$ cat config.mk
export PLATFORM = sky130hd
export DESIGN_NAME = aabb_overlap_resolve_core
export DESIGN_NICKNAME = d
export VERILOG_FILES = /design/src/aor_pkg.sv /design/src/aor_overlap.sv /design/src/aor_select.sv /design/src/aor_scale.sv /design/src/aabb_overlap_resolve_core.sv
export SDC_FILE = /design/constraint.sdc
export NUM_CORES = 2
export LEC_CHECK = 0
export CAP_MARGIN = 10
export CORE_MARGIN = 10
export CORE_UTILIZATION = 50
export DETAILED_ROUTE_END_ITERATION = 6
export DONT_BUFFER_PORTS = 1
export SLEW_MARGIN = 0
export SYNTH_ARGS = -nofsm -noshare
export SYNTH_HDL_FRONTEND = slang
export SYNTH_SLANG_ARGS = --single-unit
$ cat constraint.sdc
create_clock -name clock -period 10.4 [get_ports clock]
set_input_delay 0 -clock clock [delete_from_list [all_inputs] [get_ports clock]]
set_output_delay 0 -clock clock [all_outputs]
set_load 0.02 [all_outputs]
$ cat src/aor_pkg.sv
// Package for the box overlap resolver: widths, word layouts and stage payload types.
// Depends on nothing; every module of the block imports it.
package aor_pkg;

   localparam int COORD_BITS     = 24;
   localparam int HALF_BITS      = COORD_BITS - 2;
   localparam int PUSH_FRAC_BITS = 8;
   localparam int PUSH_BITS      = PUSH_FRAC_BITS + 1;
   localparam int DELTA_BITS     = COORD_BITS + 1;
   localparam int SUM_BITS       = HALF_BITS + 1;
   localparam int OV_BITS        = COORD_BITS + 2;
   localparam int MAG_BITS       = HALF_BITS + 1;
   localparam int PROD_BITS      = MAG_BITS + PUSH_BITS;
   localparam int DIR_BITS       = 2;

   localparam int REQ_FIELD_BITS = 4 * COORD_BITS + 4 * HALF_BITS + PUSH_BITS;
   localparam int REQ_TDATA_BITS = ((REQ_FIELD_BITS + 7) / 8) * 8;
   localparam int RSP_FIELD_BITS = 4 * COORD_BITS + 2 * DIR_BITS;
   localparam int RSP_TDATA_BITS = ((RSP_FIELD_BITS + 7) / 8) * 8;

   typedef logic signed [COORD_BITS-1:0] coord_type;
   typedef logic        [HALF_BITS-1:0]  half_type;
   typedef logic        [PUSH_BITS-1:0]  push_type;
   typedef logic signed [DELTA_BITS-1:0] delta_type;
   typedef logic        [SUM_BITS-1:0]   sum_type;
   typedef logic signed [OV_BITS-1:0]    ov_type;
   typedef logic        [MAG_BITS-1:0]   mag_type;
   typedef logic signed [DIR_BITS-1:0]   dir_type;

   localparam push_type PUSH_ONE = push_type'(1 << PUSH_FRAC_BITS);

   localparam dir_type DIR_POS  = 2'sb01;
   localparam dir_type DIR_NEG  = 2'sb11;
   localparam dir_type DIR_NONE = 2'sb00;

   // last field in the lowest bits
   typedef struct packed {
      push_type  push_share;
      half_type  b_half_h;
      half_type  b_half_w;
      coord_type b_center_y;
      coord_type b_center_x;
      half_type  a_half_h;
      half_type  a_half_w;
      coord_type a_center_y;
      coord_type a_center_x;
   } req_data_type;

   typedef struct packed {
      dir_type   dir_y;
      dir_type   dir_x;
      coord_type b_move_y;
      coord_type b_move_x;
      coord_type a_move_y;
      coord_type a_move_x;
   } rsp_data_type;

   typedef struct packed {
      delta_type dx;
      delta_type dy;
      sum_type   sum_w;
      sum_type   sum_h;
      push_type  push;
   } s1_type;

   typedef struct packed {
      ov_type   ov_x;
      ov_type   ov_y;
      logic     dpos_x;
      logic     dpos_y;
      push_type push;
   } s2_type;

   typedef struct packed {
      logic     hit;
      logic     axis_x;
      logic     dpos;
      mag_type  mag;
      push_type share_a;
      push_type share_b;
   } s3_type;

   typedef struct packed {
      logic    hit;
      logic    axis_x;
      logic    dpos;
      mag_type move_a;
      mag_type move_b;
   } s4_type;

   typedef struct packed {
      logic         hit;
      rsp_data_type data;
   } s5_type;

endpackage

$ cat src/aor_overlap.sv
// Overlap front end: centre deltas and half-size sums, then per-axis overlap.
// Two register stages; depends on aor_pkg.
module aor_overlap (
   input  logic                 clock,
   input  logic                 reset,
   input  logic                 in_valid,
   input  aor_pkg::req_data_type in_data,
   output logic                 in_ready,
   output logic                 out_valid_ff,
   input  logic                 out_ready,
   output aor_pkg::s2_type      out_data_ff
);
   import aor_pkg::*;

   logic      v1_ff;
   s1_type    s1_ff;
   s1_type    s1_in;
   s2_type    s2_in;
   logic      ready1;
   logic      ready2;
   delta_type abs_x;
   delta_type abs_y;

   assign ready2   = !out_valid_ff || out_ready;
   assign ready1   = !v1_ff || ready2;
   assign in_ready = ready1;

   always_comb begin
      s1_in.dx    = delta_type'({in_data.b_center_x[COORD_BITS-1], in_data.b_center_x})
                  - delta_type'({in_data.a_center_x[COORD_BITS-1], in_data.a_center_x});
      s1_in.dy    = delta_type'({in_data.b_center_y[COORD_BITS-1], in_data.b_center_y})
                  - delta_type'({in_data.a_center_y[COORD_BITS-1], in_data.a_center_y});
      s1_in.sum_w = {1'b0, in_data.a_half_w} + {1'b0, in_data.b_half_w};
      s1_in.sum_h = {1'b0, in_data.a_half_h} + {1'b0, in_data.b_half_h};
      s1_in.push  = (in_data.push_share > PUSH_ONE) ? PUSH_ONE : in_data.push_share;
   end

   always_comb begin
      abs_x        = s1_ff.dx[DELTA_BITS-1] ? -s1_ff.dx : s1_ff.dx;
      abs_y        = s1_ff.dy[DELTA_BITS-1] ? -s1_ff.dy : s1_ff.dy;
      s2_in.ov_x   = ov_type'({1'b0, abs_x})
                   - ov_type'({{(OV_BITS-SUM_BITS){1'b0}}, s1_ff.sum_w});
      s2_in.ov_y   = ov_type'({1'b0, abs_y})
                   - ov_type'({{(OV_BITS-SUM_BITS){1'b0}}, s1_ff.sum_h});
      s2_in.dpos_x = !s1_ff.dx[DELTA_BITS-1] && (s1_ff.dx != '0);
      s2_in.dpos_y = !s1_ff.dy[DELTA_BITS-1] && (s1_ff.dy != '0);
      s2_in.push   = s1_ff.push;
   end

   always_ff @(posedge clock) begin
      if (reset) begin
         v1_ff        <= 1'b0;
         out_valid_ff <= 1'b0;
      end else begin
         if (ready1) v1_ff <= in_valid;
         if (ready2) out_valid_ff <= v1_ff;
      end
   end

   always_ff @(posedge clock) begin
      if (ready1 && in_valid) s1_ff <= s1_in;
      if (ready2 && v1_ff) out_data_ff <= s2_in;
   end

endmodule

$ cat src/aor_select.sv
// Axis choice: hit test, smaller penetration axis (ties to Y), magnitude and shares.
// One register stage; depends on aor_pkg.
module aor_select (
   input  logic            clock,
   input  logic            reset,
   input  logic            in_valid,
   input  aor_pkg::s2_type in_data,
   output logic            in_ready,
   output logic            out_valid_ff,
   input  logic            out_ready,
   output aor_pkg::s3_type out_data_ff
);
   import aor_pkg::*;

   s3_type s3_in;
   ov_type sel_ov;
   ov_type neg_ov;

   assign in_ready = !out_valid_ff || out_ready;

   always_comb begin
      s3_in.hit     = in_data.ov_x[OV_BITS-1] && in_data.ov_y[OV_BITS-1];
      s3_in.axis_x  = in_data.ov_x > in_data.ov_y;
      sel_ov        = s3_in.axis_x ? in_data.ov_x : in_data.ov_y;
      neg_ov        = -sel_ov;
      s3_in.mag     = neg_ov[MAG_BITS-1:0];
      s3_in.dpos    = s3_in.axis_x ? in_data.dpos_x : in_data.dpos_y;
      s3_in.share_a = PUSH_ONE - in_data.push;
      s3_in.share_b = in_data.push;
   end

   always_ff @(posedge clock) begin
      if (reset) begin
         out_valid_ff <= 1'b0;
      end else if (in_ready) begin
         out_valid_ff <= in_valid;
      end
   end

   always_ff @(posedge clock) begin
      if (in_ready && in_valid) out_data_ff <= s3_in;
   end

endmodule

$ cat src/aor_scale.sv
// Move split: two share products, then sign and axis placement into the output register.
// Two register stages; depends on aor_pkg.
module aor_scale (
   input  logic            clock,
   input  logic            reset,
   input  logic            in_valid,
   input  aor_pkg::s3_type in_data,
   output logic            in_ready,
   output logic            out_valid_ff,
   input  logic            out_ready,
   output aor_pkg::s5_type out_data_ff
);
   import aor_pkg::*;

   logic                   v4_ff;
   s4_type                 s4_ff;
   s4_type                 s4_in;
   s5_type                 s5_in;
   logic                   ready4;
   logic                   ready5;
   logic [PROD_BITS-1:0]   prod_a;
   logic [PROD_BITS-1:0]   prod_b;
   logic [COORD_BITS-1:0]  ext_a;
   logic [COORD_BITS-1:0]  ext_b;
   coord_type              move_a;
   coord_type              move_b;
   dir_type                dir;

   assign ready5   = !out_valid_ff || out_ready;
   assign ready4   = !v4_ff || ready5;
   assign in_ready = ready4;

   always_comb begin
      prod_a        = PROD_BITS'(in_data.mag) * PROD_BITS'(in_data.share_a);
      prod_b        = PROD_BITS'(in_data.mag) * PROD_BITS'(in_data.share_b);
      s4_in.hit     = in_data.hit;
      s4_in.axis_x  = in_data.axis_x;
      s4_in.dpos    = in_data.dpos;
      s4_in.move_a  = prod_a[PUSH_FRAC_BITS +: MAG_BITS];
      s4_in.move_b  = prod_b[PUSH_FRAC_BITS +: MAG_BITS];
   end

   always_comb begin
      ext_a  = COORD_BITS'(s4_ff.move_a);
      ext_b  = COORD_BITS'(s4_ff.move_b);
      move_a = s4_ff.dpos ? coord_type'(-ext_a) : coord_type'(ext_a);
      move_b = s4_ff.dpos ? coord_type'(ext_b) : coord_type'(-ext_b);
      dir    = s4_ff.dpos ? DIR_POS : DIR_NEG;
      s5_in  = '0;
      s5_in.hit = s4_ff.hit;
      if (s4_ff.hit) begin
         if (s4_ff.axis_x) begin
            s5_in.data.a_move_x = move_a;
            s5_in.data.b_move_x = move_b;
            s5_in.data.dir_x    = dir;
            s5_in.data.dir_y    = DIR_NONE;
         end else begin
            s5_in.data.a_move_y = move_a;
            s5_in.data.b_move_y = move_b;
            s5_in.data.dir_y    = dir;
            s5_in.data.dir_x    = DIR_NONE;
         end
      end
   end

   always_ff @(posedge clock) begin
      if (reset) begin
         v4_ff        <= 1'b0;
         out_valid_ff <= 1'b0;
      end else begin
         if (ready4) v4_ff <= in_valid;
         if (ready5) out_valid_ff <= v4_ff;
      end
   end

   always_ff @(posedge clock) begin
      if (ready4 && in_valid) s4_ff <= s4_in;
      if (ready5 && v4_ff) out_data_ff <= s5_in;
   end

endmodule

$ cat src/aabb_overlap_resolve_core.sv
// Top level of the box overlap resolver: stream ports, word unpacking, five-stage pipeline.
// Depends on aor_pkg, aor_overlap, aor_select and aor_scale.
//
//   channel  | dir | tdata                         | tuser
//   req_     | in  | two boxes and push share      | -
//   rsp_     | out | moves and contact direction   | hit
//
// An accepted req_ word passes through the five register stages to its rsp_ word.
// One word per cycle sustained while rsp_ is not stalled.
// Reset clears only the stage valid bits.
// A stalled rsp_ holds the output register; empty stages behind it keep filling.
module aabb_overlap_resolve_core (
   input  logic                                clock,
   input  logic                                reset,
   input  logic                                req_tvalid,
   output logic                                req_tready,
   // a_center_x, a_center_y, a_half_w, a_half_h, b_center_x, b_center_y,
   // b_half_w, b_half_h, push_share, zero fill
   input  logic [aor_pkg::REQ_TDATA_BITS-1:0] req_tdata,
   output logic                                rsp_tvalid,
   input  logic                                rsp_tready,
   // a_move_x, a_move_y, b_move_x, b_move_y, dir_x, dir_y, zero fill
   output logic [aor_pkg::RSP_TDATA_BITS-1:0] rsp_tdata,
   // hit
   output logic                                rsp_tuser
);
   import aor_pkg::*;

   req_data_type req_data;
   logic         ov_valid;
   s2_type       ov_data;
   logic         sel_ready;
   logic         sel_valid;
   s3_type       sel_data;
   logic         scl_ready;
   s5_type       scl_data;

   assign req_data = req_data_type'(req_tdata[REQ_FIELD_BITS-1:0]);

   aor_overlap u_overlap (
      .clock        (clock),
      .reset        (reset),
      .in_valid     (req_tvalid),
      .in_data      (req_data),
      .in_ready     (req_tready),
      .out_valid_ff (ov_valid),
      .out_ready    (sel_ready),
      .out_data_ff  (ov_data)
   );

   aor_select u_select (
      .clock        (clock),
      .reset        (reset),
      .in_valid     (ov_valid),
      .in_data      (ov_data),
      .in_ready     (sel_ready),
      .out_valid_ff (sel_valid),
      .out_ready    (scl_ready),
      .out_data_ff  (sel_data)
   );

   aor_scale u_scale (
      .clock        (clock),
      .reset        (reset),
      .in_valid     (sel_valid),
      .in_data      (sel_data),
      .in_ready     (scl_ready),
      .out_valid_ff (rsp_tvalid),
      .out_ready    (rsp_tready),
      .out_data_ff  (scl_data)
   );

   assign rsp_tdata = RSP_TDATA_BITS'(scl_data.data);
   assign rsp_tuser = scl_data.hit;

endmodule

==> summary.txt <==
Place
  • Dpl hpwl: 58300 µm
  • Dpl ws: 3.91 ns
  • # placed instances: 4107
  • Final GP Congestion: 0.859
  • Buffers on Ports: 0

Clocking
  • Clock sinks: 366
  • Cts repair resizes: 0
  • Register clock-pin slew on the reported worst setup and hold paths: 0.06 ns
  • Clock buffer depth: 3
  • H-tree levels: 2
  • Worst skew pair latency: 0.57 ns
  • TritonCTS clock tree: built
  • CTS buffer count: 41
  • Root buf cell: clkbuf_16

Logic synthesis
  • Seq cells post-synth: 366
  • Cell count after synthesis: 3320
  • Yosys Warn Count: 0
  • Count of cell types in the netlist: 77
  • Ys async rst share: 0
  • Syn Std Cell Area: 0.0332 mm²
  • Seq/Total Area, Yosys: 0.329
  • Syn avg cell area: 10.0 µm²
  • EDFF count, synth: 361
  • Top_reg_cell synth: edfxtp_1

Setup path
  • Slowest CP cell: edfxtp_1
  • Arr. time, crit path: 6.78 ns
  • Critical path peak fanout: 23
  • Critical Path RT: 10.72 ns
  • Kind of critical path: reg2reg
  • Setup crit start kind: flop
  • Kind of end point of the critical path: flop
  • Worst r2r src: u_select.out_data_ff[1]
  • Critical-path cell list: nand2_1 -> fa_1 -> inv_1 -> fa_1 -> fa_1 -> inv_1 -> fa_1 -> inv_1 -> ha_1 -> a21o_1 -> a2111oi_2 -> a2bb2oi_1 -> o21ai_1 -> a21o_1 -> o41a_1 -> a221o_1 -> nor4_1 -> nor3_1 -> xnor2_1
  • Max stage delay on crit path: 0.97 ns
  • Critical path origin: u_select.out_data_ff[1]
  • Crit path top cell by count: fa_1

Routing
  • DRC: 0
  • Vias: 23605
  • DR iter-0 viols: 1095
  • WL per Instance: 17.2 µm
  • Drt first pass iters: 7
  • ANT nets after route: 0
  • Vias per cell: 5.30
  • Routed Wire Length: 76600 µm

Global routing
  • Vias in the first global route: 25247
  • First-pass GRT wire length: 127000 µm
  • Largest net degree at the start of global routing: 92
  • Grt ovf: 0
  • Initial antenna violation count: 0
  • Gr usage total: 0.197

Floorplanning
  • Starting density of the core: 0.504
  • Die width: 278 µm
  • Die Height: 278 µm
  • I/O pin count: 311
  • Core Box Area: 0.0659 mm²
  • Die area: 0.0771 mm²
  • Rows: 94

STA
  • Final setup fails: 0
  • Final period util: 0.621
  • Worst Tran Pin Value: 1.13 ns
  • Relative slew slack: 0.226
  • Hold Vio Cnt, Final: 0
  • RSZ-0062 raised after global routing: no
  • Slew Viols, Final: 0
  • Worst Skew: 0.0234 ns
  • Max Clk Rate: 155 MHz
  • Final worst path period need: 6.46 ns
  • TNS Setup: 0 ns
  • Setup WS post-layout: 3.94 ns

Finish
  • # nets final: 4322
  • Final std cells w/o fill: 4454
  • ANT cells: 0
  • Fillers: 5550
  • Share of cells above drive strength 1: 0.0290
  • Area growth, synth to finish: 14.9%

Power
  • PwrDens: 246 mW/mm²
  • Pleak: 16.7 nW
  • VDD IR max: 165 µV

Min path
  • Hold Crit Class: in2reg
  • HP Start: req_tdata[21]

Outcome
  • Status: completed

Flow run
  • Max Cap Viol: 0
## sequential cells by signal, indices dropped and copies added, names as in the netlist
signal and count:
u_select.out_valid_ff 1, u_scale.out_data_ff 101, u_overlap.v1_ff 1, u_overlap.out_valid_ff 1, u_scale.ext_a 23, u_overlap.s1_ff 105
u_overlap.out_data_ff 63, u_select.out_data_ff 43, u_scale.out_valid_ff 1, u_scale.v4_ff 1, u_scale.s4_ff 3, u_scale.ext_b 23
## routing by layer
metal | vias to the layer above | part of all wire | GRT usage
li1 | 11427 | - | -
met1 | 11636 | 0.39 | 0.217
met2 | 407 | 0.54 | 0.381
met3 | 135 | 0.031 | 0.0272
met4 | 0 | 0.031 | 0.0642
met5 | - | 0 | 0
## logic make-up after synthesis
group / synth area share
compound gates: 0.0873
xor+xnor: 0.0741
fa+ha+maj: 0.279
buf+inv: 0.0712
flops: 0.329
mux: 0.00825
other cells: 0.000113
simple gates: 0.151
## critical path: cells and delay by family, from the launching register on
family	cells	cell delay (ns)
fa+ha+maj	5	2.40
compound gates	7	2.01
flops	1	0.97
simple gates	3	0.53
buf+inv	3	0.15
xor+xnor	1	0.13
## power breakdown
group          internal, W  switching (W)  leakage, nW  total (W)
Clock             0.000905       0.000586        0.673    0.00149
Sequential         0.00216       0.000251         3.48    0.00242
Combinational      0.00234        0.00315         12.6    0.00550
## repair_timing
item,in CTS,in global routing
hold buffers,271,0
endpoints found under the setup margin,0,0
endpoints found under the hold margin,153,0
buffers inserted,0,0
## cell usage after synthesis, drive strengths merged, types with 24 or more instances
| cell | instances | area share |
|---|---|---|
| nor3 | 66 | 0.0099 |
| xnor2 | 214 | 0.056 |
| nand2 | 270 | 0.031 |
| and2 | 222 | 0.042 |
| a21o | 44 | 0.0099 |
| nor2 | 249 | 0.028 |
| o21a | 40 | 0.0090 |
| nand2b | 31 | 0.0058 |
| inv | 534 | 0.060 |
| a21oi | 136 | 0.020 |
| ha | 263 | 0.099 |
| clkbuf | 83 | 0.0094 |
| nor2b | 40 | 0.0075 |
| edfxtp | 361 | 0.33 |
| nand3 | 30 | 0.0045 |
| o21ai | 81 | 0.012 |
| xor2 | 67 | 0.018 |
| mux2i | 24 | 0.0072 |
| fa | 298 | 0.18 |
## final timing paths
| check | depth (start not counted) | slack, ns | endpoint |
|---|---|---|---|
| setup / recovery | 19 | 3.94 | u_scale.ext_b[22] |
| hold / removal | 4 | 0.04 | u_overlap.s1_ff[102] |
| hold reg to reg | 0 | 0.42 | u_overlap.out_data_ff[4] |
| setup reg to reg | 19 | 3.94 | u_scale.ext_b[22] |
## layout make-up
type,count,area (µm²),share of cell area
Clock buffer,50,1060,0.0278
Inverter,534,2000,0.0525
Tap cell,864,1080,0.0283
Timing Repair Buffer,282,2800,0.0732
Multi-Input combinational cell,2332,20000,0.523
Sequential cell,366,10900,0.287
Clock inverter,26,329,0.00862
## stage by stage
| step | hold slack [ns] | area, µm² | util | total power (W) |
|---|---|---|---|---|
| floorplan | 0.0691 | 33200 | - | 0.00631 |
| global placement | 0.0719 | 34100 | 0.517 | 0.00771 |
| detailed placement | 0.0758 | 34100 | 0.517 | 0.00783 |
| CTS | 0.00378 | 38200 | 0.580 | 0.00952 |
| global route | 0.0531 | 38200 | 0.580 | 0.0103 |
| finish | 0.0399 | 38200 | 0.580 | 0.00940 |
## layout by cell type (no fill, tap or decap), types with 38 or more instances in the layout
master,n
a21oi_1,136
fa_1,298
and2_1,221
ha_1,263
o21ai_0,78
o21a_1,40
xnor2_1,214
inv_1,533
dlygate4sd3_1,271
nand2_1,270
clkbuf_16,41
nor2b_1,38
nor2_1,249
xor2_1,67
a21o_1,44
nor3_1,66
edfxtp_1,361
No activity file was read; power rests on OpenSTA's default activity.
